==> src/rtl/cfsp_pkg.sv <==
// Types and constants for the class file stream parser
`timescale 1ns / 1ps

package cfsp_pkg;

  localparam logic [31:0] MAGIC_WORD = 32'hCAFEBABE;

  localparam logic [7:0] TAG_UTF8        = 8'd1;
  localparam logic [7:0] TAG_CLASS       = 8'd7;
  localparam logic [7:0] TAG_FIELDREF    = 8'd9;
  localparam logic [7:0] TAG_METHODREF   = 8'd10;
  localparam logic [7:0] TAG_NAMEANDTYPE = 8'd12;

  localparam logic [4:0] KIND_MAGIC         = 5'd0;
  localparam logic [4:0] KIND_MINOR         = 5'd1;
  localparam logic [4:0] KIND_MAJOR         = 5'd2;
  localparam logic [4:0] KIND_CP_COUNT      = 5'd3;
  localparam logic [4:0] KIND_TAG           = 5'd4;
  localparam logic [4:0] KIND_NAME_INDEX    = 5'd5;
  localparam logic [4:0] KIND_CLASS_INDEX   = 5'd6;
  localparam logic [4:0] KIND_NAT_INDEX     = 5'd7;
  localparam logic [4:0] KIND_DESC_INDEX    = 5'd8;
  localparam logic [4:0] KIND_UTF8_LEN      = 5'd9;
  localparam logic [4:0] KIND_UTF8_BYTE     = 5'd10;
  localparam logic [4:0] KIND_ACCESS        = 5'd11;
  localparam logic [4:0] KIND_THIS          = 5'd12;
  localparam logic [4:0] KIND_SUPER         = 5'd13;
  localparam logic [4:0] KIND_IF_COUNT      = 5'd14;
  localparam logic [4:0] KIND_IFACE         = 5'd15;
  localparam logic [4:0] KIND_FIELDS_COUNT  = 5'd16;
  localparam logic [4:0] KIND_METHODS_COUNT = 5'd17;
  localparam logic [4:0] KIND_MEMBER_ACCESS = 5'd18;
  localparam logic [4:0] KIND_ATTR_COUNT    = 5'd19;
  localparam logic [4:0] KIND_ATTR_NAME     = 5'd20;
  localparam logic [4:0] KIND_ATTR_LEN      = 5'd21;
  localparam logic [4:0] KIND_ATTR_BYTE     = 5'd22;
  localparam logic [4:0] KIND_STATUS        = 5'd23;

  localparam logic [2:0] ST_RUNNING   = 3'd0;
  localparam logic [2:0] ST_FINISHED  = 3'd1;
  localparam logic [2:0] ST_BAD_MAGIC = 3'd2;
  localparam logic [2:0] ST_CUT_OFF   = 3'd3;
  localparam logic [2:0] ST_BAD_TAG   = 3'd4;

  localparam logic [1:0] OWN_NONE   = 2'd0;
  localparam logic [1:0] OWN_FIELD  = 2'd1;
  localparam logic [1:0] OWN_METHOD = 2'd2;
  localparam logic [1:0] OWN_CLASS  = 2'd3;

  typedef enum logic [4:0] {
    PH_MAGIC, PH_MINOR, PH_MAJOR, PH_CPCOUNT, PH_TAG, PH_CPA, PH_CPB,
    PH_UTFLEN, PH_UTFBYTES, PH_ACCESS, PH_THIS, PH_SUPER, PH_IFCOUNT,
    PH_IFACE, PH_FCOUNT, PH_MCOUNT, PH_MACCESS, PH_MNAME, PH_MDESC,
    PH_MACOUNT, PH_CACOUNT, PH_ANAME, PH_ALEN, PH_ABYTES, PH_DONE
  } phase_t;

  typedef struct packed {
    logic [7:0] data_byte;
    logic       end_of_file;
  } cfsp_in_t;

  typedef struct packed {
    logic [4:0]  item_kind;
    logic [31:0] item_value;
    logic [15:0] entry_number;
    logic [1:0]  owner;
    logic [2:0]  status;
  } cfsp_out_t;

  // bytes per field in each phase
  function automatic logic [2:0] phase_width(phase_t p);
    logic [2:0] w;
    case (p)
      PH_MAGIC, PH_ALEN:                w = 3'd4;
      PH_TAG, PH_UTFBYTES, PH_ABYTES:   w = 3'd1;
      default:                          w = 3'd2;
    endcase
    return w;
  endfunction

endpackage

==> src/rtl/cfsp_walker.sv <==
// Layout walker: phase and counter state plus per-byte decode
`timescale 1ns / 1ps

module cfsp_walker import cfsp_pkg::*; (
  input  logic      clk,
  input  logic      rst,
  input  logic      accept,
  input  cfsp_in_t  beat,
  output logic      res_valid,
  output cfsp_out_t res
);

  phase_t      phase, phase_next;
  logic [1:0]  byte_position, byte_position_next;
  logic [31:0] accumulator, accumulator_next;
  logic [15:0] entries_left, entries_left_next;
  logic [15:0] entry_counter, entry_counter_next;
  logic [15:0] members_left, members_left_next;
  logic [15:0] attributes_left, attributes_left_next;
  logic [15:0] member_index, member_index_next;
  logic [31:0] payload_left, payload_left_next;
  logic [7:0]  current_tag, current_tag_next;
  logic        stopped, stopped_next;
  logic [1:0]  ctx_owner, ctx_owner_next;

  logic [31:0] acc_sh;
  logic [1:0]  bp_inc;
  logic        complete;
  logic [15:0] v16;
  logic [15:0] el_dec, al_dec, ml_dec, ec_inc, mi_inc;
  logic [31:0] pl_dec;
  phase_t      ae_phase;
  logic        have;
  logic [2:0]  st;

  assign acc_sh   = {accumulator[23:0], beat.data_byte};
  assign bp_inc   = byte_position + 2'd1;
  assign complete = (bp_inc == 2'd0) || ({1'b0, bp_inc} >= phase_width(phase));
  assign v16      = acc_sh[15:0];
  assign el_dec   = (entries_left != '0) ? entries_left - 16'd1 : '0;
  assign al_dec   = (attributes_left != '0) ? attributes_left - 16'd1 : '0;
  assign ml_dec   = (members_left != '0) ? members_left - 16'd1 : '0;
  assign pl_dec   = (payload_left != '0) ? payload_left - 32'd1 : '0;
  assign ec_inc   = entry_counter + 16'd1;
  assign mi_inc   = member_index + 16'd1;

  // where a finished attribute table leads
  always_comb begin
    if (ctx_owner == OWN_CLASS) begin
      ae_phase = PH_DONE;
    end else if (ml_dec != '0) begin
      ae_phase = PH_MACCESS;
    end else if (ctx_owner == OWN_FIELD) begin
      ae_phase = PH_MCOUNT;
    end else begin
      ae_phase = PH_CACOUNT;
    end
  end

  always_comb begin
    phase_next           = phase;
    byte_position_next   = byte_position;
    accumulator_next     = accumulator;
    entries_left_next    = entries_left;
    entry_counter_next   = entry_counter;
    members_left_next    = members_left;
    attributes_left_next = attributes_left;
    member_index_next    = member_index;
    payload_left_next    = payload_left;
    current_tag_next     = current_tag;
    stopped_next         = stopped;
    ctx_owner_next       = ctx_owner;
    res                  = '0;
    res.item_kind        = KIND_STATUS;
    have                 = 1'b0;
    st                   = ST_RUNNING;

    if (accept && !stopped) begin
      if (complete) begin
        byte_position_next = '0;
        accumulator_next   = '0;
        have               = 1'b1;
        res.item_value     = acc_sh;
        unique case (phase)
          PH_MAGIC: begin
            res.item_kind = KIND_MAGIC;
            if (acc_sh != MAGIC_WORD) begin
              st = ST_BAD_MAGIC;
            end else begin
              phase_next = PH_MINOR;
            end
          end
          PH_MINOR: begin
            res.item_kind = KIND_MINOR;
            phase_next    = PH_MAJOR;
          end
          PH_MAJOR: begin
            res.item_kind = KIND_MAJOR;
            phase_next    = PH_CPCOUNT;
          end
          PH_CPCOUNT: begin
            res.item_kind      = KIND_CP_COUNT;
            entry_counter_next = 16'd1;
            if (v16 > 16'd1) begin
              entries_left_next = v16 - 16'd1;
              phase_next        = PH_TAG;
            end else begin
              entries_left_next = '0;
              phase_next        = PH_ACCESS;
            end
          end
          PH_TAG: begin
            res.item_kind    = KIND_TAG;
            res.entry_number = entry_counter;
            current_tag_next = beat.data_byte;
            case (beat.data_byte) inside
              TAG_CLASS, TAG_FIELDREF, TAG_METHODREF, TAG_NAMEANDTYPE: phase_next = PH_CPA;
              TAG_UTF8: phase_next = PH_UTFLEN;
              default:  st = ST_BAD_TAG;
            endcase
          end
          PH_CPA: begin
            res.entry_number = entry_counter;
            if (current_tag == TAG_CLASS) begin
              res.item_kind      = KIND_NAME_INDEX;
              entry_counter_next = ec_inc;
              entries_left_next  = el_dec;
              phase_next         = (el_dec == '0) ? PH_ACCESS : PH_TAG;
            end else if (current_tag == TAG_NAMEANDTYPE) begin
              res.item_kind = KIND_NAME_INDEX;
              phase_next    = PH_CPB;
            end else begin
              res.item_kind = KIND_CLASS_INDEX;
              phase_next    = PH_CPB;
            end
          end
          PH_CPB: begin
            res.entry_number   = entry_counter;
            res.item_kind      = (current_tag == TAG_NAMEANDTYPE) ? KIND_DESC_INDEX
                                                                  : KIND_NAT_INDEX;
            entry_counter_next = ec_inc;
            entries_left_next  = el_dec;
            phase_next         = (el_dec == '0) ? PH_ACCESS : PH_TAG;
          end
          PH_UTFLEN: begin
            res.item_kind     = KIND_UTF8_LEN;
            res.entry_number  = entry_counter;
            payload_left_next = {16'd0, v16};
            if (v16 == '0) begin
              entry_counter_next = ec_inc;
              entries_left_next  = el_dec;
              phase_next         = (el_dec == '0) ? PH_ACCESS : PH_TAG;
            end else begin
              phase_next = PH_UTFBYTES;
            end
          end
          PH_UTFBYTES: begin
            res.item_kind     = KIND_UTF8_BYTE;
            res.entry_number  = entry_counter;
            payload_left_next = pl_dec;
            if (pl_dec == '0) begin
              entry_counter_next = ec_inc;
              entries_left_next  = el_dec;
              phase_next         = (el_dec == '0) ? PH_ACCESS : PH_TAG;
            end
          end
          PH_ACCESS: begin
            res.item_kind = KIND_ACCESS;
            phase_next    = PH_THIS;
          end
          PH_THIS: begin
            res.item_kind = KIND_THIS;
            phase_next    = PH_SUPER;
          end
          PH_SUPER: begin
            res.item_kind = KIND_SUPER;
            phase_next    = PH_IFCOUNT;
          end
          PH_IFCOUNT: begin
            res.item_kind      = KIND_IF_COUNT;
            entries_left_next  = v16;
            entry_counter_next = '0;
            phase_next         = (v16 == '0) ? PH_FCOUNT : PH_IFACE;
          end
          PH_IFACE: begin
            res.item_kind      = KIND_IFACE;
            res.entry_number   = entry_counter;
            entry_counter_next = ec_inc;
            entries_left_next  = el_dec;
            if (el_dec == '0) phase_next = PH_FCOUNT;
          end
          PH_FCOUNT: begin
            res.item_kind     = KIND_FIELDS_COUNT;
            res.owner         = OWN_FIELD;
            ctx_owner_next    = OWN_FIELD;
            members_left_next = v16;
            member_index_next = '0;
            phase_next        = (v16 == '0) ? PH_MCOUNT : PH_MACCESS;
          end
          PH_MCOUNT: begin
            res.item_kind     = KIND_METHODS_COUNT;
            res.owner         = OWN_METHOD;
            ctx_owner_next    = OWN_METHOD;
            members_left_next = v16;
            member_index_next = '0;
            phase_next        = (v16 == '0) ? PH_CACOUNT : PH_MACCESS;
          end
          PH_MACCESS: begin
            res.item_kind    = KIND_MEMBER_ACCESS;
            res.entry_number = member_index;
            res.owner        = ctx_owner;
            phase_next       = PH_MNAME;
          end
          PH_MNAME: begin
            res.item_kind    = KIND_NAME_INDEX;
            res.entry_number = member_index;
            res.owner        = ctx_owner;
            phase_next       = PH_MDESC;
          end
          PH_MDESC: begin
            res.item_kind    = KIND_DESC_INDEX;
            res.entry_number = member_index;
            res.owner        = ctx_owner;
            phase_next       = PH_MACOUNT;
          end
          PH_MACOUNT: begin
            res.item_kind        = KIND_ATTR_COUNT;
            res.entry_number     = member_index;
            res.owner            = ctx_owner;
            attributes_left_next = v16;
            entry_counter_next   = '0;
            if (v16 == '0) begin
              phase_next = ae_phase;
              if (ctx_owner != OWN_CLASS) begin
                member_index_next = mi_inc;
                members_left_next = ml_dec;
              end
            end else begin
              phase_next = PH_ANAME;
            end
          end
          PH_CACOUNT: begin
            res.item_kind        = KIND_ATTR_COUNT;
            res.owner            = OWN_CLASS;
            ctx_owner_next       = OWN_CLASS;
            attributes_left_next = v16;
            entry_counter_next   = '0;
            phase_next           = (v16 == '0) ? PH_DONE : PH_ANAME;
          end
          PH_ANAME: begin
            res.item_kind    = KIND_ATTR_NAME;
            res.entry_number = entry_counter;
            res.owner        = ctx_owner;
            phase_next       = PH_ALEN;
          end
          PH_ALEN: begin
            res.item_kind     = KIND_ATTR_LEN;
            res.entry_number  = entry_counter;
            res.owner         = ctx_owner;
            payload_left_next = acc_sh;
            if (acc_sh == '0) begin
              entry_counter_next   = ec_inc;
              attributes_left_next = al_dec;
              if (al_dec == '0) begin
                phase_next = ae_phase;
                if (ctx_owner != OWN_CLASS) begin
                  member_index_next = mi_inc;
                  members_left_next = ml_dec;
                end
              end else begin
                phase_next = PH_ANAME;
              end
            end else begin
              phase_next = PH_ABYTES;
            end
          end
          PH_ABYTES: begin
            res.item_kind     = KIND_ATTR_BYTE;
            res.entry_number  = entry_counter;
            res.owner         = ctx_owner;
            payload_left_next = pl_dec;
            if (pl_dec == '0) begin
              entry_counter_next   = ec_inc;
              attributes_left_next = al_dec;
              if (al_dec == '0) begin
                phase_next = ae_phase;
                if (ctx_owner != OWN_CLASS) begin
                  member_index_next = mi_inc;
                  members_left_next = ml_dec;
                end
              end else begin
                phase_next = PH_ANAME;
              end
            end
          end
          default: begin
            have           = 1'b0;
            res.item_value = '0;
          end
        endcase
      end else begin
        byte_position_next = bp_inc;
        accumulator_next   = acc_sh;
      end

      if (st != ST_RUNNING) begin
        stopped_next = 1'b1;
      end else if (phase_next == PH_DONE) begin
        st           = ST_FINISHED;
        stopped_next = 1'b1;
      end
    end

    // last byte of the file: report a truncated walk if still running, then start over
    if (accept && beat.end_of_file) begin
      if (!stopped && st == ST_RUNNING) st = ST_CUT_OFF;
      phase_next           = PH_MAGIC;
      byte_position_next   = '0;
      accumulator_next     = '0;
      entries_left_next    = '0;
      entry_counter_next   = '0;
      members_left_next    = '0;
      attributes_left_next = '0;
      member_index_next    = '0;
      payload_left_next    = '0;
      current_tag_next     = '0;
      stopped_next         = 1'b0;
      ctx_owner_next       = OWN_NONE;
    end

    res_valid = accept && !stopped && (have || st != ST_RUNNING);
    if (!have) begin
      res.item_kind    = KIND_STATUS;
      res.item_value   = '0;
      res.entry_number = '0;
      res.owner        = OWN_NONE;
    end
    res.status = st;
  end

  always_ff @(posedge clk) begin
    if (rst) begin
      phase           <= PH_MAGIC;
      byte_position   <= '0;
      accumulator     <= '0;
      entries_left    <= '0;
      entry_counter   <= '0;
      members_left    <= '0;
      attributes_left <= '0;
      member_index    <= '0;
      payload_left    <= '0;
      current_tag     <= '0;
      stopped         <= 1'b0;
      ctx_owner       <= OWN_NONE;
    end else begin
      phase           <= phase_next;
      byte_position   <= byte_position_next;
      accumulator     <= accumulator_next;
      entries_left    <= entries_left_next;
      entry_counter   <= entry_counter_next;
      members_left    <= members_left_next;
      attributes_left <= attributes_left_next;
      member_index    <= member_index_next;
      payload_left    <= payload_left_next;
      current_tag     <= current_tag_next;
      stopped         <= stopped_next;
      ctx_owner       <= ctx_owner_next;
    end
  end

endmodule

==> src/rtl/cfsp_out_reg.sv <==
// Output register holding one decoded item beat
`timescale 1ns / 1ps

module cfsp_out_reg import cfsp_pkg::*; (
  input  logic      clk,
  input  logic      rst,
  input  logic      load,
  input  cfsp_out_t load_data,
  input  logic      item_stall,
  output logic      item_valid,
  output cfsp_out_t item_data,
  output logic      busy
);

  assign busy = item_valid && item_stall;

  always_ff @(posedge clk) begin
    if (rst) begin
      item_valid <= 1'b0;
    end else if (load) begin
      item_valid <= 1'b1;
    end else if (!item_stall) begin
      item_valid <= 1'b0;
    end
  end

  always_ff @(posedge clk) begin
    if (load) begin
      item_data <= load_data;
    end
  end

endmodule

==> src/rtl/class_file_stream_parser.sv <==
// Top level of the class file stream parser
//
//   channel   | beat type  | handshake
//   ----------+------------+-------------------------
//   byte      | cfsp_in_t  | byte_valid / byte_stall
//   item      | cfsp_out_t | item_valid / item_stall
//
// One byte per cycle while byte_stall is low; a decoded item appears in the cycle after its byte.
// The walker computes the next phase and counters for a byte combinationally.
// byte_stall is high only while a held item is stalled downstream.
// Synchronous reset; bytes can be taken as soon as reset is released.
`timescale 1ns / 1ps

module class_file_stream_parser import cfsp_pkg::*; (
  input  logic      clk,
  input  logic      rst,
  input  logic      byte_valid,
  output logic      byte_stall,
  input  cfsp_in_t  byte_data,
  output logic      item_valid,
  input  logic      item_stall,
  output cfsp_out_t item_data
);

  logic      accept;
  logic      res_valid;
  cfsp_out_t res;

  assign accept = byte_valid && !byte_stall;

  cfsp_walker u_walker (
    .clk       (clk),
    .rst       (rst),
    .accept    (accept),
    .beat      (byte_data),
    .res_valid (res_valid),
    .res       (res)
  );

  cfsp_out_reg u_out_reg (
    .clk        (clk),
    .rst        (rst),
    .load       (res_valid),
    .load_data  (res),
    .item_stall (item_stall),
    .item_valid (item_valid),
    .item_data  (item_data),
    .busy       (byte_stall)
  );

endmodule

==> config.mk <==
export PLATFORM = sky130hd
export DESIGN_NAME = class_file_stream_parser
export DESIGN_NICKNAME = d
export VERILOG_FILES = /design/src/rtl/cfsp_pkg.sv /design/src/rtl/cfsp_walker.sv /design/src/rtl/cfsp_out_reg.sv /design/src/rtl/class_file_stream_parser.sv
export SDC_FILE = /design/constraint.sdc
export NUM_CORES = 1
export LEC_CHECK = 0
export ABC_AREA = 1
export BUFFER_PORTS_ARGS = -buffer_cell sky130_fd_sc_hd__buf_2
export CAP_MARGIN = 20
export CORE_MARGIN = 1
export CORE_UTILIZATION = 64
export CTS_BUF_LIST = sky130_fd_sc_hd__clkbuf_4 sky130_fd_sc_hd__clkbuf_8
export CTS_CLUSTER_DIAMETER = 120
export DETAILED_ROUTE_END_ITERATION = 12
export PLACE_DENSITY = 0.94
export SLEW_MARGIN = 30
export SYNTH_ARGS = -nofsm -noshare
export SYNTH_HDL_FRONTEND = slang
export SYNTH_SLANG_ARGS = --single-unit
==> constraint.sdc <==
create_clock -name clk -period 5.65 [get_ports clk]
set_input_delay 1.13 -clock clk [delete_from_list [all_inputs] [get_ports clk]]
set_output_delay 1.13 -clock clk [all_outputs]
set_load 0.01 [all_outputs]
## Word-level counts from Yosys, hierarchy flattened

Cells that the tools add are included.

| word-level totals | value |
|---|---|
| register bits | 213 |
| bits of input ports | 13 |
| output and inout port bits | 60 |

| operators by class | value |
|---|---|
| $add $sub $neg | 8 |
| $lt $le $gt $ge | 2 |
| equality and inequality tests | 43 |
| mux-type cells | 81 |
| reductions and logical operators | 55 |

Operators with widths:

| kind | count |
|---|---|
| two-way mux 16 bit | 23 |
| one-hot mux 16 bit (4 select lines) | 2 |
| one-hot mux 5 bit (24 select lines) | 1 |
| one-hot mux 5 bit (23 select lines) | 1 |
| one-hot mux 16 bit (7 select lines) | 1 |
| one-hot mux 16 bit (6 select lines) | 1 |
| one-hot mux 32 bit (3 select lines) | 1 |
| two-way mux 5 bit | 18 |
| logical NOT 32 bit | 2 |
| nonzero test 16 bit | 4 |
| subtractor 16 x 1 -> 16 bit, second input constant | 4 |
| logical NOT 16 bit | 3 |
| one-hot mux 16 bit (3 select lines) | 1 |
| equality test 5 bit, second input constant | 9 |
| equality test 5 x 4 -> 1 bit, second input constant | 8 |
| adder 16 x 1 -> 16 bit, second input constant | 2 |
| equality test 8 x 4 -> 1 bit, second input constant | 4 |
| two-way mux 32 bit | 1 |
| != test 32 bit, second input constant | 1 |
| one-hot mux 16 bit (2 select lines) | 1 |
| nonzero test 32 bit | 1 |
| subtractor 32 x 1 -> 32 bit, second input constant | 1 |
| two-way mux 3 bit | 10 |
| two-way mux 24 bit | 1 |
| 41 further kinds | 88 |

## Depth between registers and ports, before layout

Gate-level depths: netlist of the first run.

| logic depth | value |
|---|---|
| depth in word-level cells | 22 |
| gate-level depth with buffers | 30 |
| gate-level depth less buffers | 29 |

## By module

Synthesis of the first run repeated with hierarchy kept, for this count alone.

| second synthesis, totals | value |
|---|---|
| cell total of the unflattened synthesis | 2092 |
| area total of the unflattened synthesis | 13784.5 µm² |

Modules (own cells, without submodules):

| module | instances | cells an instance | area an instance (µm²) | sequential area each (µm²) |
|---|---|---|---|---|
| cfsp_walker | 1 | 2027 | 11992.8 | 3083.0 |
| cfsp_out_reg | 1 | 63 | 1781.7 | 1761.7 |
| class_file_stream_parser | 1 | 2 | 10.0 | 0.0 |

## Worst setup path after synthesis of the first run

No wires, ideal clock.

| path | value |
|---|---|
| kind | register -> register |
| start | reg u_walker.phase[4] |
| end | reg, netlist name u_out_reg.item_data[0] |
| library setup time | 412 ps |
| arrival time | 4359 ps |
| required time | 5238 ps |
| slack | 879 ps |
| stages on the path, launching flop included | 29 |
| clock period less this slack | 4771 ps |
| path through | dfxtp_1 -> buf_2 -> inv_1 -> nor2_2 -> inv_1 -> nor2_1 -> nor2_1 -> clkbuf_1 -> nand3_1 -> ha_1 -> a21boi_0 -> o21ai_1 -> nand2_1 -> nand2_1 -> inv_1 -> nand2_1 -> nor2_1 -> nand2_1 -> nor2_1 -> nand2_1 -> nor2_1 -> nand2_1 -> nand2_1 -> nand2_1 -> nor2_1 -> nand3_2 -> o311ai_1 -> nor2_1 -> inv_1 |

| between the ends | value |
|---|---|
| longest elaborated chain between the ends | 18 |
| elaborated cells between the ends (all ways) | 57 |
| those cells by class | order compare (1); eq/ne (24); mux (21); reduce/logical (11) |

RTL lines:

| item | line | text |
|---|---|---|
| start: declaration | cfsp_walker.sv:13 | `phase_t phase, phase_next;` |
| start signal: assignment | cfsp_walker.sv:356 | `phase <= phase_next;` |
| equality test 5 x 3 -> 1 bit, or another cell as far along | cfsp_pkg.sv:73, cfsp_walker.sv:84 |  |
| OR reduction 3 bit or OR reduction 2 bit (tied branches) | cfsp_pkg.sv:73 | `case (p)` |
| one-hot mux 3 bit (2 select lines) | cfsp_pkg.sv:73 |  |
| >= comparator 2 x 3 -> 1 bit | cfsp_walker.sv:38 | `assign complete = (bp_inc == 2'd0) \|\| ({1'b0, bp_inc} >= phase_width(phase));` |
| logical OR 1 bit | cfsp_walker.sv:38 |  |
| two-way mux 5 bit | cfsp_walker.sv:79 | `if (complete) begin` |
| two-way mux 5 bit | cfsp_walker.sv:78 | `if (accept && !stopped) begin` |
| equality test 5 bit | cfsp_walker.sv:308 | `end else if (phase_next == PH_DONE) begin` |
| [... 3 more ...] | - |  |
| logical NOT 3 bit | cfsp_walker.sv:316 | `if (!stopped && st == ST_RUNNING) st = ST_CUT_OFF;` |
| logical AND 1 bit | cfsp_walker.sv:316 |  |
| two-way mux 3 bit | cfsp_walker.sv:316 |  |
| two-way mux 3 bit | cfsp_walker.sv:315 | `if (accept && beat.end_of_file) begin` |
| nonzero test 3 bit | cfsp_walker.sv:331 | `res_valid = accept && !stopped && (have \|\| st != ST_RUNNING);` |
| logical OR 1 bit (*) | cfsp_walker.sv:331 |  |
| logical AND 1 bit (*) | cfsp_walker.sv:331 |  |
| net res_valid | class_file_stream_parser.sv:26 | `logic res_valid;` |

Mark *: on every way through the listed nets, which the timed path passes. The rest lies on a longest branch. The select of a mux whose other input is x is not followed.
A chain may end at the register's enable or synchronous reset.

## Worst setup path after layout of the first run

| path | value |
|---|---|
| start | reg u_walker.phase[4] |
| end | reg u_walker.member_index[13] |

| between the ends | value |
|---|---|
| longest elaborated chain between the ends | 6 |
| elaborated cells between the ends (all ways) | 20 |
| those cells by class | order compare (1); eq/ne (10); mux (2); reduce/logical (7) |

RTL lines:

| item | line | text |
|---|---|---|
| equality test 5 x 3 -> 1 bit, or another cell as far along | cfsp_pkg.sv:73 |  |
| OR reduction 3 bit or OR reduction 2 bit (tied branches) | cfsp_pkg.sv:73 |  |
| one-hot mux 3 bit (2 select lines) | cfsp_pkg.sv:73 |  |
| >= comparator 2 x 3 -> 1 bit | cfsp_walker.sv:38 |  |
| logical OR 1 bit | cfsp_walker.sv:38 |  |
| AND reduction 6 bit (no source line) | - |  |
| end signal: assignment | cfsp_walker.sv:363 | `member_index <= member_index_next;` |
| end: declaration | cfsp_walker.sv:20 | `logic [15:0] member_index, member_index_next;` |

Parallel ways exist; a longest one is shown, timed or not.

==> summary by stage, run 1 <==
CTS
The clock tree from TritonCTS is done. The clock net in this run drives a total of 213 sinks. The clock buffer count from CTS is 37. The buffer depth of the longest clock path is 3.

In this run the clock root is driven by a sky130_fd_sc_hd__clkbuf_8. The clock reaches the later pin of the worst-skew pair after about 550 ps. The clock transition at the registers of the reported paths is around 60 ps. The number of levels in the clock H-tree is 2. The number of instances resized during post-cts repair is 0. In this run, post-CTS hold repair placed 0 buffers. The number of buffers inserted to repair setup after CTS is 0.

Route
The first-iteration detailed-routing DRC count is ~1600. After detailed routing, the average wire length per cell comes to 18.4 µm. The post-detailed-route via-to-cell ratio is around 6.

In this run the remaining antenna-violating nets after routing total 0. The detailed router placed around 15000 vias in this run. The overall routed net length is ~44000 µm.

The detailed-router iteration count before antenna repair is 6. For this run, design rule violations remaining after detail routing come to 0.

Worst hold path
The worst hold-check path type is reg2reg.

Power and ir drop
The static leakage power is approximately 6.7 nW. The combinational share of power is about half. The design draws 7.93 mW. Summed over all nets, the switching power comes to around 3.8 mW.

Net switching is between 40% and 50% of the power. The internal power of the cells is around 4.2 mW. In this run, the clock network consumes between 20% and 30% of the power. VDD sags by at most 0.366 mV. The power per standard cell area is between 500 and 600 nW/µm². Of the total power, registers draw between 20% and 30%.

Place
The post-DP HPWL is about 32000 µm. The count of input and output buffers is 72. Counting tap cells, the placed design contains a total of ~2300 instances. The congestion estimate from routability-driven global placement came to between 1 and 1.5. The total cell area at the placement stage is between 10000 and 15000 µm².

Layout
After routing the design area is ~15000 µm². After filler insertion, the fill cell instance count of the layout stands at around 1700. Of the cells placed in the final design, the portion with a size suffix greater than 1 is a little over a tenth. From synthesis to final layout, the design area changed by 10.5%. The footprint of the flip-flops and latches is ~4800 µm².

The count of cells in the finished layout, fillers not included, comes to 2400. The number of nets at the end of the flow is 2130. The repair_antennas step left the layout with diodes totalling 0. The area occupied by multi-input gates is ~7300 µm².

GRT
The final global-route overflow total is 0. The via count of the first global-routing pass is 13700. The largest net degree at the start of global routing is 52.

The wire length of the first global-routing pass is around 70000 µm. The total routing usage reported by global routing is around two fifths. The initial antenna violation count is 0.

Synthesis
The share of the Yosys chip area taken by registers is 36.0%. The post-synthesis sequential element count is approximately 210. In the post-synthesis netlist, the biggest area contributors are sky130_fd_sc_hd__dfxtp_1 23%, sky130_fd_sc_hd__edfxtp_1 13%, sky130_fd_sc_hd__nand2_1 11%.

The cell count after synthesis is 2046. Averaged over all synthesized cells, the footprint is 6.57 µm². Counting every net in the synthesized netlist gives around 2100. The portion of synthesized cell area occupied by the leading cell type is a little under a quarter. Among all flip-flop cells after synthesis, the most frequent one is sky130_fd_sc_hd__dfxtp_1. The combined area of all synthesized cells is between 10000 and 15000 µm². The unique cell type count in the Yosys netlist is 52. Of all flip-flops after synthesis, the portion carrying an async set or reset was 0%. The most numerous cell in the Yosys netlist is sky130_fd_sc_hd__nand2_1. For this run, the number of Yosys warnings is 0. Yosys mapped a number of flops with a built-in enable equal to slightly below 60.

The cell taking the most area after synthesis is sky130_fd_sc_hd__dfxtp_1. By count the netlist is led by 409 x sky130_fd_sc_hd__nand2_1, 353 x sky130_fd_sc_hd__nor2_1, 260 x sky130_fd_sc_hd__inv_1.

STA
The routed design could run at a clock period as short as 4740 ps. The number of failing hold endpoints at the final stage is 0. Headroom to the max-slew limit came out at 37.3%. The worst setup skew after layout is between 20 and 30 ps. The setup total negative slack is 0 ps. At the pin with the least slew margin, the transition time is ~940 ps. The max-slew violation total from the final report is 0.

Final hold analysis gives a worst-case slack of slightly below 500 ps. Setup repair after global routing left no endpoint under its margin. Setup violations remaining at the end of the flow were counted as 0. The final period utilization is between 80% and 90%.

The achievable clock frequency is around 0.21 GHz.

Die
In this run the count of I/O pins placed on the die edge is 73. The floorplan die width is approximately 150 µm. The floorplan step defined a die boundary enclosing around 22000 µm².

Measured along the y axis, the die boundary spans between 100 and 150 µm. The initial utilization of the core area, before any placement, comes to 65.8%. Row generation in the floorplan step produced 52 rows. The floorplan core area is 20400 µm².

Outcome
The run finished with clean final reports.

Critical path
At the worst endpoint, the required time is ~6000 ps. The worst setup path is launched from a flip-flop. The largest fanout on the critical path is 27.

The delay contributed by the slowest stage of the critical path is about 840 ps. The worst setup path is captured at a flip-flop. Traced cell by cell, the critical path runs through inv_1 -> nor2_2 -> inv_1 -> nor2_1 -> nor2_1 -> buf_4 -> nand2_1 -> ha_1 -> inv_1 -> a21boi_0 -> o21ai_1 -> nand2_1 -> inv_2 -> nor2_4 -> inv_2 -> nor2_1 -> nand3_4 -> o21ai_2 -> a21oi_1 -> o21a_1.

By startpoint and endpoint, the worst setup path is classified as reg2reg. The largest individual stage delay along the critical path comes from the cell sky130_fd_sc_hd__o21ai_2. For the worst setup path, the data arrival time is just over 5000 ps.

Job
The max-cap violation count is 0.
==> metal layers <==
| metal | global-route usage (%) | up-vias | part of all wire, % |
|---|---|---|---|
| met5 | 0 | - | 0 |
| met4 | 21.5 | 0 | 5.2 |
| met3 | 6.46 | 209 | 11 |
| met2 | 67.0 | 965 | 46 |
| met1 | 51.3 | 6588 | 38 |
| li1 | - | 6889 | - |
==> layout make-up <==
cell class                      count  area share (%)
Clock buffer                       55            4.55
Tap cell                          270            2.27
Multi-Input combinational cell   1487            49.0
Inverter                          275            6.95
Timing Repair Buffer               88            3.32
Clock inverter                     12            1.32
Sequential cell                   213            32.6
==> registers in the layout, summed over array words and instances (netlist names) <==
| register | flops |
|---|---|
| u_walker.current_tag | 8 |
| u_out_reg.item_valid | 1 |
| u_walker.entry_counter | 16 |
| u_out_reg.item_data | 58 |
| u_walker.payload_left | 32 |
| u_walker.attributes_left | 16 |
| u_walker.byte_position | 2 |
| u_walker.stopped | 1 |
| u_walker.member_index | 16 |
| u_walker.entries_left | 16 |
| u_walker.ctx_owner | 2 |
| u_walker.accumulator | 24 |
| u_walker.members_left | 16 |
| u_walker.phase | 5 |
==> cells by family after synthesis <==
logic type               after synthesis  share of synthesized area [%]
AND/OR/NAND/NOR                     1036                           33.2
flip-flops                           213                           36.0
adder cells (fa/ha/maj)               15                           1.40
XOR/XNOR                              23                           1.50
AO/OA/AOI/OAI                        413                           17.9
buffers and inverters                346                           9.91
==> power groups by stage <==
stage	clock network [mW]	logic [mW]	registers, mW
after floorplan	0	2.63	2.30
after global placement	0	3.87	2.21
after detailed placement	0	3.90	2.22
after CTS	1.68	3.92	2.20
after global routing	1.75	4.41	2.23
final	1.69	4.04	2.20
==> stage by stage <==
stage	util (%)	setup slack, ps
2_1_floorplan	-	879
4_1_cts	72.7	1030
3_3_place_gp	68.4	1150
6_report	72.7	911
5_1_grt	72.7	530
3_5_place_dp	68.4	1050
==> worst paths after layout <==
path                              startpoint                          to  slack, ps  depth (start not counted)
setup / recovery           u_walker.phase[4]   u_walker.member_index[13]        910                         20
hold / removal    u_walker.entry_counter[15]  u_walker.entry_counter[15]        490                          2
setup reg to reg           u_walker.phase[4]   u_walker.member_index[13]        910                         20
hold reg to reg   u_walker.entry_counter[15]  u_walker.entry_counter[15]        490                          2
==> worst max-delay path, delay by kind of cell (launching register included) <==
| kind | cells | cell delay [ps] |
|---|---|---|
| AO/OA/AOI/OAI | 5 | 1380 |
| flip-flops | 1 | 520 |
| adder cells (fa/ha/maj) | 1 | 140 |
| buffers and inverters | 6 | 710 |
| AND/OR/NAND/NOR | 8 | 1840 |
==> cell usage in the layout, fill, tap and decap left out, types with 5 or more instances in the layout <==
cell,synthesis,final
sky130_fd_sc_hd__edfxtp_1,58,58
sky130_fd_sc_hd__o21a_1,6,6
sky130_fd_sc_hd__nor4_1,12,12
sky130_fd_sc_hd__nor3b_1,6,6
sky130_fd_sc_hd__nor2_4,7,7
sky130_fd_sc_hd__buf_2,14,72
sky130_fd_sc_hd__xor2_1,20,20
sky130_fd_sc_hd__a21oi_1,137,136
sky130_fd_sc_hd__o22ai_1,14,14
sky130_fd_sc_hd__nor3_1,34,34
sky130_fd_sc_hd__nand2_1,409,408
sky130_fd_sc_hd__a211oi_1,28,28
sky130_fd_sc_hd__nand4_1,25,25
sky130_fd_sc_hd__ha_1,15,15
sky130_fd_sc_hd__buf_4,0,15
sky130_fd_sc_hd__o21bai_1,5,5
sky130_fd_sc_hd__o21ai_0,153,153
sky130_fd_sc_hd__clkbuf_8,0,42
sky130_fd_sc_hd__inv_1,260,259
sky130_fd_sc_hd__a22oi_1,17,17
sky130_fd_sc_hd__a31oi_1,6,6
sky130_fd_sc_hd__dfxtp_1,155,155
sky130_fd_sc_hd__nor2_1,353,352
sky130_fd_sc_hd__nor2_2,14,15
sky130_fd_sc_hd__o211ai_1,13,13
sky130_fd_sc_hd__nand2_2,8,9
sky130_fd_sc_hd__nand3_1,148,148
sky130_fd_sc_hd__bufinv_16,0,5
sky130_fd_sc_hd__clkbuf_4,0,13
sky130_fd_sc_hd__inv_2,11,12
sky130_fd_sc_hd__o221a_2,12,12
(Power assumes the default switching activity.)
==> run 2: changes to the inputs <==
==> constraint.sdc (replaced) <==
create_clock -name clk -period 5 [get_ports clk]
set_input_delay 1 -clock clk [delete_from_list [all_inputs] [get_ports clk]]
set_output_delay 1 -clock clk [all_outputs]
set_load 0.01 [all_outputs]
==> summary by stage, run 2 (synthesis gave the netlist of run 1 again) <==
STA
The number of setup violations in the final report is 0. The number of failing hold endpoints at the final stage was 0. The worst setup skew after layout is around 43 ps. For the finished layout, the period the worst path requires is approximately 4200 ps. The max-slew violation total from the final report came to 0. The setup total negative slack is 0 ps. Setup repair after global routing left no endpoint under its margin. The worst path uses approximately 85% of the clock period.

The worst-margin pin slew is roughly 850 ps. Final hold analysis gives a worst-case slack of approximately 480 ps. The headroom to the max-slew limit is a little over two fifths. Timing would allow up to between 0.2 and 0.25 GHz.

CTS
In this run the number of H-tree levels came out at 2. The clock latency on the worst-skew pair is 560 ps. The number of hold buffers added after CTS was 0. The root buffer cell is sky130_fd_sc_hd__clkbuf_8. Once the clock tree was built, the setup fixing pass inserted 0 buffers.

The tree built by TritonCTS fans out to about 210 sinks. The clock buffer count from CTS is 38. The number of instances resized during post-cts repair is 0. The clock transition at the registers of the reported paths is around 70 ps. The clock tree from TritonCTS is done.

The buffer depth of the longest clock path is 3.

Layout
Counting the fill cells in the layout gives approximately 1600. In the final layout, the registers with the most flip-flops are u_out_reg.item_data (58), u_walker.payload_left (32), u_walker.accumulator (24). The multi-input combinational cells in the finished layout cover a total of just over 7000 µm². More flip-flops sit in one register than any other, and that register is u_out_reg.item_data. At the end of the flow the core is filled with cells to about three quarters. The library cells used most frequently in the layout, excluding fill and tap cells, are 408 x sky130_fd_sc_hd__nand2_1, 353 x sky130_fd_sc_hd__nor2_1, 259 x sky130_fd_sc_hd__inv_1. After the last flow step, the layout net total stands at around 2100. The filler-free cell count of the finished design is between 2000 and 2500. The area growth from synthesis to layout is 11.3%. The library cell used most frequently in the layout, excluding fill and tap cells, is sky130_fd_sc_hd__nand2_1. The footprint of the flip-flops and latches is around 4800 µm². The repair_antennas step left the layout with diodes totalling 0. The register with the most flip-flops in the layout has 58 of them.

Cells with a size suffix above 1 make up about 11% of the layout.

Route
The post-detailed-route count of antenna-violating nets is 0. The pre-antenna-repair detailed-routing pass consisted of 7 iterations. The via count is 14800. After detailed routing, the number of remaining DRC violations is 0. Dividing the detail-routed wire length by the instance count gives between 15 and 20 µm. The overall routed net length is about 44000 µm. The first-iteration detailed-routing DRC count is approximately 1800. The post-detailed-route via-to-cell ratio is between 6 and 7.

Critical path
STA classifies the critical path startpoint as a flip-flop. At the worst endpoint, the arrival time is about 4400 ps. For this run, the slowest stage of the critical path takes around 520 ps.

The critical path endpoint category is a flip-flop. The critical path's most frequent cell is sky130_fd_sc_hd__nand2_1. STA puts the critical path data required time at around 5200 ps. In this run the worst path has a maximum fanout of 34. The critical-path cell with the highest stage delay is sky130_fd_sc_hd__dfxtp_1. By startpoint and endpoint, the worst setup path is classified as reg2reg.

GRT
The largest net degree at the start of global routing is 69. Global routing used approximately two fifths of the available tracks. For this run the aggregate overflow at the end of global routing stands at 0. The via count of the first global-routing pass is around 14000. The initial antenna violation count came to 0.

The wire length of the first global-routing pass is approximately 69000 µm.

Die
The number of top-level pins is between 70 and 80. The die is around 150 µm tall. The floorplan core area is 20400 µm². The floorplan die width is 147 µm.

The floorplan step defined a die boundary enclosing roughly 22000 µm². The initial utilization of the core area, before any placement, comes to approximately two thirds. After floorplanning, the core was divided into 52 placement rows.

Place
The congestion estimate from routability-driven global placement came to 1.04. The count of input and output buffers is between 70 and 80. The post-DP HPWL is 31100 µm. The total placed cells including tap cells is about 2300.

Job
The max-cap violation count is 0.

Power and ir drop
Summing internal, switching and leakage power gives 9.05 mW. For this design the static power due to leakage is ~6.8 nW. In this run the power density over the cells is a little over 600 nW/µm².

IR analysis of the VDD net gives a maximum drop of 0.380 mV.

Worst hold path
The worst hold-check path type is reg2reg.

Outcome
The flow ran to the end, and the final reports show no timing, DRC or antenna violations.
## run 2: changes by cell type in the layout (fill, tap and decap cells not counted), sizes merged
cell	before	now
buf	88	102
clkinv	8	9
clkbuf	55	56
## run 2: per-layer routing
| metal | wire length [µm] | track usage, % | part of all wire, % | vias up |
|---|---|---|---|---|
| met4 | 2460 | 20.6 | 5.5 | 0 |
| li1 | - | - | - | 6925 |
| met1 | 16500 | 50.6 | 37 | 6622 |
| met3 | 5180 | 7.86 | 12 | 226 |
| met5 | 0 | 0 | 0 | - |
| met2 | 20200 | 66.5 | 46 | 1029 |
## run 2: worst paths after layout
| path | start | endpoint | slack, ps | cells after the start |
|---|---|---|---|---|
| setup / recovery | u_walker.phase[4] | u_out_reg.item_data[49] | 770 | 28 |
| hold / removal | u_walker.byte_position[1] | u_walker.byte_position[1] | 480 | 2 |
| setup reg to reg | u_walker.phase[4] | u_out_reg.item_data[49] | 770 | 28 |
| hold reg to reg | u_walker.byte_position[1] | u_walker.byte_position[1] | 480 | 2 |
## run 2: final cells by class
class | instances | area share [%]
Clock buffer | 56 | 4.57
Clock inverter | 13 | 1.33
Inverter | 275 | 6.90
Multi-Input combinational cell | 1487 | 48.6
Sequential cell | 213 | 32.4
Tap cell | 270 | 2.26
Timing Repair Buffer | 102 | 3.92
## run 2: where the power goes
| group | internal (mW) | switching [mW] |
|---|---|---|
| Combinational | 1.33 | 3.34 |
| Clock | 1.14 | 0.781 |
| Sequential | 2.28 | 0.187 |
## run 2: metrics by stage
step	setup WS, ps	cell area, µm²
3_5_place_dp	734	14100
3_3_place_gp	919	14100
6_report	771	15000
2_1_floorplan	229	13400
4_1_cts	908	14900
5_1_grt	416	15000
## run 2: critical path, delay by kind of cell (launching register included)
kind	cells	cell delay, ps
adders and majority gates	1	120
AOI/OAI and AO/OA	3	370
buffers and inverters	6	1090
DFF	1	520
and+or+nand+nor	18	1770
==> run 3: changes to the inputs <==
==> constraint.sdc (replaced) <==
create_clock -name clk -period 3.9 [get_ports clk]
set_input_delay 0.78 -clock clk [delete_from_list [all_inputs] [get_ports clk]]
set_output_delay 0.78 -clock clk [all_outputs]
set_load 0.01 [all_outputs]
==> summary by stage, run 3 (synthesis gave the netlist of run 1 again) <==
STA
The number of failing hold endpoints at the final stage is 0. The final period utilization is between 90 and 100%. The tightest hold path in the finished design has a slack of around 390 ps. Based on the critical path, the design can be clocked at up to 0.266 GHz. The worst-case setup margin in the final layout is roughly 140 ps. Between clock sinks in the finished design, the worst skew comes to about 27 ps. After routing, the total negative slack on setup checks comes to 0 ps. The number of setup violations in the final report is 0. The worst-margin pin slew is a little over 900 ps. The smallest clock period supported by the final layout is computed as 3760 ps. The headroom to the max-slew limit is between 30% and 40%. The max-slew violation total from the final report is 0.

Critical path
In this run the critical register-to-register path is captured at u_walker.entry_counter[15]. The depth of the worst register-to-register path is 20. The launch point of the worst reg-to-reg path is u_walker.phase[0].

The launching element type of the critical path is a flip-flop. The signal on the critical path passes through buf_4 -> nand2_2 -> nor2_1 -> inv_1 -> nor2_1 -> nor2_1 -> inv_1 -> a21oi_1 -> nand2_1 -> nor2_1 -> nand3_1 -> o21ai_1 -> nor2_1 -> nand2_1 -> inv_2 -> nand4_1 -> nor2_1 -> nand2_1 -> o21ai_1 -> a21oi_1. The setup path with the least slack is of type reg2reg. In this design, the largest share of critical-path delay is due to simple AND/OR/NAND/NOR gates. The worst setup path is captured at a flip-flop.

Data on the critical path arrives at its endpoint at between 4000 and 5000 ps. For this run, the slowest stage of the critical path takes just under 400 ps. For the worst setup path, the data required time is approximately 4400 ps. The critical-path cell with the highest stage delay is sky130_fd_sc_hd__dfxtp_1. The critical path's most frequent cell is sky130_fd_sc_hd__nor2_1. The count of buffering cells on the critical path with inverters included is 4.

In this run the worst path has a maximum fanout of 9. The setup check on the worst reg-to-reg path leaves a slack of 140 ps. The most critical setup path has its startpoint at u_walker.phase[0].

Layout
In the final layout, the registers with the most flip-flops are u_out_reg.item_data (58), u_walker.payload_left (32), u_walker.accumulator (24). The register with the most flip-flops in the layout has between 50 and 60 of them. The multi-input combinational cells in the finished layout cover a total of 7430 µm². At the end of the flow, the number of nets in the layout was between 2000 and 2500. The layout overhead on the synthesized area is 15.5%. The number of antenna cells inserted is 0.

Leaving out fill and tap cells, the most frequent cell in the layout is sky130_fd_sc_hd__nand2_1. At the end of the flow the core is filled with cells to about three quarters. The footprint of the flip-flops and latches is 4850 µm². The register bank with the most flops is u_out_reg.item_data.

In the layout the commonest cells are 401 x sky130_fd_sc_hd__nand2_1, 339 x sky130_fd_sc_hd__nor2_1, 255 x sky130_fd_sc_hd__inv_1. The filler cell count in the final layout is about 1600. The layout cell share with drive strength beyond 1 is 14.9%.

GRT
Entering global routing, the biggest net connects 48 pins. The total routing usage reported by global routing is approximately two fifths. The initial antenna violation count came to 0. The wire length of the first global-routing pass is around 70000 µm. For this run the aggregate overflow at the end of global routing stands at 0. The via count of the first global-routing pass is ~14000.

Worst hold path
The depth of the worst hold-timing path is 2. The worst hold path begins at rst. For hold timing, the worst endpoint is u_out_reg.item_valid.

The path class of the tightest hold or removal check is in2reg.

Die
The die covers 21600 µm². The number of top-level pins is between 70 and 80. Measured along the y axis, the die boundary spans 147 µm.

The die is about 150 µm wide. The floorplan core area is slightly above 20000 µm². The floorplan row count is 52. The starting density of the core is 65.8%.

CTS
The tree is rooted in a sky130_fd_sc_hd__clkbuf_8. The clock sink total is about 210. The number of levels in the clock H-tree is 2. For this design, the CTS-stage hold fixing added 0 buffers. The clock latency on the worst-skew pair is roughly 560 ps. In this run, CTS created clock tree buffers numbering 38.

TritonCTS built the clock tree. The clock passes through at most 3 buffers. After clock tree synthesis, the clock-pin slew on the worst setup and hold paths is around 70 ps.

Power and ir drop
Power spread over the standard cell area amounts to approximately 790 nW/µm². The static leakage power is between 7 and 8 nW. The maximum vdd ir drop is between 0.4 and 0.5 mV. The total chip power is around 12 mW.

Route
After detailed routing, the number of remaining DRC violations is 0. The overall routed net length is approximately 46000 µm. The post-detailed-route via-to-cell ratio is ~6.2.

The via count is 15300. The detail route stage leaves a number of antenna-violating nets equal to 0. The routed wirelength normalized by instance count is 18.8 µm. The first-iteration detailed-routing DRC count is around 1800. Before antenna repair, the detailed router went through 9 iterations.

Place
Before CTS, the worst setup slack after placement is between 150 and 200 ps. The global placer's final weighted congestion is around 1. The post-DP HPWL is roughly 32000 µm.

The count of buffers added on input and output ports is between 70 and 80.

Job
The max-cap violation count is 0.

Outcome
The flow ran to the end, and the final reports show no timing, DRC or antenna violations.
## run 3: cell count changes in the layout (fill, tap and decap cells not counted), sizes merged
| cell | delta |
|---|---|
| bufinv | -2 |
| buf | +43 |
| clkbuf | -1 |
| inv | -1 |
| clkinvlp | +2 |
| clkinv | +5 |
## run 3: routing by layer
metal  wire (µm)  share of wire, %  up-vias  global-route usage (%)
met5           0                 0        -                       0
met4        2390               5.2        0                    21.6
met3        5410                12      229                    8.04
met2       21700                47     1063                    68.3
met1       16900                36     6954                    51.3
li1            -                 -     7013                       -
## run 3: cell type report
class,instances,share of cell area (%)
repair buffers,147,6.43
clock inverters,17,1.09
inverters,275,6.69
clock buffers,53,4.50
multi-input cells,1487,47.9
flip-flops and latches,213,31.3
well taps,270,2.18
## run 3: where the power goes
part           internal, mW  total (mW)  leakage (nW)  switching (mW)
combinational          2.16        6.71          4.74            4.55
sequential             2.92        3.14          1.82           0.221
clock                  1.37        2.39         0.450            1.02
total                  6.45        12.2          7.02            5.80
## run 3: what timing repair did
action                                  CTS  global route
endpoints found under the setup margin    0            60
setup buffers                             0             4
resized for setup                         0            34
## run 3: through the flow
step / area, µm² / instances
final: 15500 / 2462
after global routing: 15500 / 2462
after CTS: 15300 / 2454
after detailed placement: 14400 / 2384
after global placement: 14400 / 2384
after floorplan: 13500 / 2046
## run 3: worst max-delay path by stage
stage	end	slack (ps)	depth (start not counted)
2_1_floorplan	u_out_reg.item_data[0]	-10	28
3_3_place_gp	u_out_reg.item_data[35]	140	20
3_5_place_dp	u_out_reg.item_data[30]	150	23
4_1_cts	u_out_reg.item_data[31]	120	22
5_1_grt	u_out_reg.item_data[43]	-60	25
6_report	u_walker.entry_counter[15]	140	20
